<file path="config.mk">
export PLATFORM = sky130hd
export DESIGN_NAME = mft_cell
export DESIGN_NICKNAME = d
export VERILOG_FILES = /design/src/hdl/multiset_floor_take_core_macros.svh /design/src/hdl/mft_pkg.sv /design/src/hdl/mft_cell.sv
export SDC_FILE = /design/constraint.sdc
export NUM_CORES = 1
export LEC_CHECK = 0
export BUFFER_PORTS_ARGS = -buffer_cell sky130_fd_sc_hd__buf_2
export CELL_PAD_IN_SITES_DETAIL_PLACEMENT = 1
export CELL_PAD_IN_SITES_GLOBAL_PLACEMENT = 1
export CORE_ASPECT_RATIO = 0.9
export CORE_MARGIN = 4
export CORE_UTILIZATION = 34
export DETAILED_ROUTE_END_ITERATION = 8
export GPL_TIMING_DRIVEN = 0
export HOLD_SLACK_MARGIN = 0.1
export PLACE_DENSITY = 0.78
export SLEW_MARGIN = 0
export SYNTH_ARGS = -nofsm -noshare
export SYNTH_HDL_FRONTEND = slang
export SYNTH_SLANG_ARGS = --single-unit
</file>
<file path="constraint.sdc">
create_clock -name clk -period 3.9 [get_ports clk]
set_clock_uncertainty 0.1 [all_clocks]
set_input_delay 0.195 -clock clk [delete_from_list [all_inputs] [get_ports clk]]
set_output_delay 0.195 -clock clk [all_outputs]
set_load 0.02 [all_outputs]
</file>
<file path="src/hdl/multiset_floor_take_core_macros.svh">
// Assertion macros for the multiset floor take core.
`ifndef MULTISET_FLOOR_TAKE_CORE_MACROS_SVH
`define MULTISET_FLOOR_TAKE_CORE_MACROS_SVH

// Same-cycle implication, disabled while in reset.
`define MFT_ASSERT_NOW(label, ante, cons, msg) \
	label: assert property (@(posedge clk) disable iff (!arst_n) (ante) |-> (cons)) \
		else $error(msg);

// Next-cycle implication, disabled while in reset.
`define MFT_ASSERT_NEXT(label, ante, cons, msg) \
	label: assert property (@(posedge clk) disable iff (!arst_n) (ante) |=> (cons)) \
		else $error(msg);

`endif

</file>
<file path="src/hdl/mft_pkg.sv">
// Shared types and codes for the multiset floor take core.
`timescale 1ns / 1ps

package mft_pkg;

	localparam int VAL_W  = 32;
	localparam int STAT_W = 2;

	// Result status codes
	localparam logic [STAT_W-1:0] ST_OK   = 2'd0;
	localparam logic [STAT_W-1:0] ST_NONE = 2'd1;
	localparam logic [STAT_W-1:0] ST_FULL = 2'd2;

	// Action codes
	localparam logic ACT_INSERT = 1'b0;
	localparam logic ACT_TAKE   = 1'b1;

	typedef enum logic [1:0] {
		S_IDLE,
		S_EXEC,
		S_DRAIN
	} mft_state_t;

	// Broadcast from the controller to every cell
	typedef struct packed {
		logic             exec;   // operation cycle: leaves capture
		logic             upd;    // cells rewrite their values
		logic             take;   // 1 take, 0 insert
		logic [VAL_W-1:0] key;    // insert value or take limit
	} mft_ctl_t;

endpackage

</file>
<file path="src/hdl/mft_cell.sv">
// One cell of the sorted chain: a stored value, its compare and its shift mux.
`timescale 1ns / 1ps

module mft_cell import mft_pkg::*; #(
	parameter int IDX   = 0,
	parameter int CNT_W = 11
) (
	input  logic             clk,
	input  mft_ctl_t         ctl,
	input  logic [CNT_W-1:0] occ,
	input  logic [VAL_W-1:0] left_val,
	input  logic             left_le,
	input  logic [VAL_W-1:0] right_val,
	input  logic             right_le,
	output logic [VAL_W-1:0] val,
	output logic             le,
	output logic [VAL_W-1:0] leaf
);

	logic [VAL_W-1:0] val_q;
	logic [VAL_W-1:0] val_d;
	logic [VAL_W-1:0] leaf_q;

	// Occupied and not above the key; over the chain this is a prefix
	assign le = (CNT_W'(IDX) < occ) && (val_q <= ctl.key);

	always_comb begin
		val_d = val_q;
		if (ctl.upd) begin
			if (ctl.take) begin
				// at or after the removed entry: pull from the right
				if (!right_le) begin
					val_d = right_val;
				end
			end else begin
				// above the key: open a gap, first such cell takes the key
				if (!le) begin
					val_d = left_le ? ctl.key : left_val;
				end
			end
		end
	end

	always_ff @(posedge clk) begin
		val_q <= val_d;
		if (ctl.exec) begin
			leaf_q <= (ctl.take && le && !right_le) ? val_q : '0;
		end
	end

	assign val  = val_q;
	assign leaf = leaf_q;

endmodule

</file>
== Yosys cells after proc, flatten, opt, wreduce, memory -nomap -nowiden ==
Cells that the tools add are included.
Widths: inputs -> output; s select.
Operators by class
  order comparisons: 2
  equal/unequal tests: 2
  mux-type cells: 4
  reductions and logical operators: 5
Operators with widths (number)
  $mux 32: 4
  $le 32x32->1: 1
  $lt 1x11->1 const A: 1
  $ne 2x2->1 const B: 2
  $logic_and 1x1->1: 3
  $reduce_and 3->1: 1
  $logic_not 1->1: 1
Storage, ports and cells
  bits in registers: 64
  input port bits: 113
  output and inout port bits: 65
  logic and storage cells: 15

== Longest topological paths before layout ==
  word-level depth: 4
  depth in mapped cells: 8
  mapped depth without buffers: 7

== Worst setup path after synthesis ==
Ideal clock, no wire load.
  path kind: reg-to-reg
  start point: register val_q[29], in the netlist val[29]
  end point: register val_q[0], in the netlist val[0] (enable)
  library setup time: 0.392 ns
  arrival: 2.493 ns
  required time: 3.408 ns
  slack: 0.915 ns
  cell stages (with the launch flop): 7
  path through: edfxtp_1 -> ha_1 -> nand4_2 -> nor3_1 -> a22oi_1 -> a2bb2oi_2 -> a221o_1
On the way
  longest elaborated chain between the ends: 4
RTL lines
  start: declaration: line mft_cell.sv:20  | logic [VAL_W-1:0] val_q;
  start signal: assignment: line mft_cell.sv:45  | val_q <= val_d;
  $le 32x32->1: line mft_cell.sv:25  | assign le = (CNT_W'(IDX) < occ) && (val_q <= ctl.key);
  $logic_and 1x1->1: line mft_cell.sv:25
  $ne 2x2->1 (no line)
  $reduce_and 3->1 (no line)
Every way passes these cells.
A chain may end at the register's enable or synchronous reset.

== Final worst setup path ==
  start point: register val_q[27], in the netlist val[27]
  end point: register val_q[18], in the netlist val[18] (enable)
Same word-level chain as after synthesis.

==> reports/metrics.cfg <==
[synthesis]
synth_top_area_share_pct = 48.4
yosys.area.top_type = edfxtp_1
netlist_area_mm2 = 0.00397
async_flop_share_pct = 0
ys.flop_type = edfxtp_1
syn_inst = 372
seq_area_frac_synth_pct = 48.4
ys_warn_count = 0
synth_edf_count = 64
synth_area_leaders = edfxtp_1, ha_1, mux2i_1
mappedNetlistNets = 517
ys_seq_elements = 64
yosysUniqueCellTypes = 31
avgSynthCellArea_um2 = 10.7

[clock_tree]
numCtsBuffers = 9
root_buffer = clkbuf_16
tritoncts = built
clkSlewWorstSetupHoldPaths_ns = 0.05
clk_path_buf_depth = 2
cts_setup_buffers = 0
clk_latency_ns = 0.32
cts_resized = 0
cts_sinks = 64
htree_levels = 3

[placed_design]
port-buffer-count = 175
place_area_mm2 = 0.00504
dp_hpwl_um = 10100
place_inst = 703
gp_routability_congestion = 0.763

[grt]
grt_usage_pct = 20.4
grt_pass1_vias = 4173
antenna_found_initial = 0
grt_pass1_wl_um = 21500
grt_overflow = 0
grt_max_degree = 33

[setup_path]
critPathKind = reg -> reg
worst_setup_path_start_kind = flip-flop
end_kind = flip-flop
critPathArrivalTime_ns = 2.99
worstPathMaxFanout = 32
required_ns = 3.74

[floorplan]
core-area_mm2 = 0.0114
die_y_um = 110
rows = 37
die_w_um = 122
start_util_pct = 34.7
io_pins = 178
die-area_mm2 = 0.0135

[finish]
fin_cells = 748
area_growth_pct = 41.6
num-fill-cells = 1330
nets = 733
diodes = 0
drive_above_1_share_pct = 38.2
final_area_mm2 = 0.00562

[pwr]
power.total_mw = 2.02
leakagePower_nw = 2.64
p_per_area_mw_per_mm2 = 360
ir_drop_mv = 0.190

[flow_run]
maxCapViolCount = 0

[sta]
hold_violations = 0
fmax_ghz = 0.317
drv_slew = 0
tns_ns = 0
worst_pin_slew_ns = 0.899
max-slew-margin-rel_pct = 40.0
period_share_pct = 80.9
min_period_ns = 3.15
rsz0062_at_grt = false
setup_viol = 0

[min_path]
hold_class = in -> reg

[route]
antenna_left = 0
vias = 3640
routedWlPerCell_um = 18.1
via_per_inst = 4.87
first_pass_iters = 4
drc_errors = 0
wl_um = 13600
drt_iter0_drc = 187

[outcome]
status = completed

[layout by cell type (no fill, tap or decap)]
cell / synthesis / final
buf_6: 6 / 6
clkbuf_16: 0 / 9
inv_1: 33 / 33
edfxtp_1: 64 / 64
dlygate4sd3_1: 0 / 30
a22oi_1: 1 / 1
ha_1: 32 / 32
nand4_2: 2 / 2
a2bb2oi_2: 1 / 1
nand2_1: 70 / 70
nor2b_1: 4 / 4
a221o_2: 0 / 1
a31oi_4: 1 / 1
nor4_2: 2 / 2
nand3_1: 1 / 1
a21oi_1: 14 / 14
nor3_1: 13 / 13
o211ai_1: 1 / 1
nor4_1: 2 / 2
clkinv_2: 0 / 1
and2_1: 1 / 1
mux2i_1: 32 / 32
nand4_1: 6 / 6
clkinv_1: 0 / 1
a211oi_2: 1 / 1
o21ai_0: 39 / 39
nand2b_1: 2 / 2
nor4b_1: 1 / 1
a2111o_1: 1 / 1
bufinv_16: 0 / 1
clkinvlp_4: 0 / 1
nor3_2: 20 / 20
and3_1: 1 / 1
a2111oi_2: 1 / 1
clkbuf_1: 11 / 13
nor2_1: 4 / 4
buf_2: 4 / 179
[per-stage QoR]
step,setup slack (ns),hold WS (ns),util (%)
2_1_floorplan,0.915,0.207,-
3_3_place_gp,0.188,0.376,44.1
3_5_place_dp,0.730,0.380,44.1
4_1_cts,0.704,0.103,49.1
5_1_grt,0.479,0.134,49.1
6_report,0.747,0.115,49.1
[synthesized netlist by cell type (2+ instances only)]
| master | count |
|---|---|
| nor2_1 | 4 |
| a21oi_1 | 14 |
| nor3_1 | 13 |
| nand4_2 | 2 |
| edfxtp_1 | 64 |
| buf_2 | 4 |
| nor3_2 | 20 |
| inv_1 | 33 |
| nand2_1 | 70 |
| nor4_1 | 2 |
| o21ai_0 | 39 |
| nor4_2 | 2 |
| clkbuf_1 | 11 |
| ha_1 | 32 |
| nand2b_1 | 2 |
| nand4_1 | 6 |
| mux2i_1 | 32 |
| nor2b_1 | 4 |
| buf_6 | 6 |
[state kept, by name (all words and copies together) (netlist names)]
name	cells
leaf	32
val	32
[cell type report]
type                       count  area [um^2]  area share, %
tap                          156          195           3.47
inverter                      33          124           2.20
clock buffer                  11          233           4.14
timing repair buffer         205         1180           20.9
sequential                    64         1920           34.2
buffer                        21          129           2.29
clock inverter                 4         46.3          0.824
multi-input combinational    254         1790           31.9
[layer usage]
| metal | up-vias | global-route usage (%) | part of all wire (%) |
|---|---|---|---|
| met5 | - | 0 | 0 |
| met4 | 0 | 4.48 | 0.75 |
| met3 | 8 | 3.69 | 4.6 |
| met2 | 108 | 37.4 | 53 |
| met1 | 1760 | 24.4 | 41 |
| li1 | 1764 | - | - |
[worst max-delay path, cell delays in order, from the launching register on]
cell       delay (ns)
edfxtp_1         0.44
ha_1             0.36
nand4_1          0.16
nor3_1           0.23
a22oi_1          0.14
a2bb2oi_2        0.45
a221o_2          0.87
[worst paths after layout]
check           startpoint       end  slack [ns]  cells after the start
max                val[27]   val[18]        0.75                      6
max reg2reg        val[27]   val[18]        0.75                      6
min          right_val[31]   val[31]        0.12                      3
min reg2reg        val[25]  leaf[25]        0.55                      2
[kinds of logic (layout without fill, tap and decap cells)]
group                      Yosys count  in the layout  synth area share, %
buffers and inverters               54            274                 6.37
adders and majority gates           32             32                 10.1
and+or+nand+nor                    129            129                 17.8
muxes                               32             32                 8.07
DFF                                 64             64                 48.4
AOI/OAI and AO/OA                   61             61                 9.21
[where the power goes]
| part | switching (mW) | internal, mW |
|---|---|---|
| registers | 0.0255 | 0.812 |
| clock network | 0.284 | 0.488 |
| logic | 0.244 | 0.169 |
| total | 0.553 | 1.47 |
[what timing repair did]
item                                    CTS  global route
endpoints found under the hold margin    30             0
hold buffers                             30             0
endpoints found under the setup margin    0             0
(Power assumes the default switching activity.)
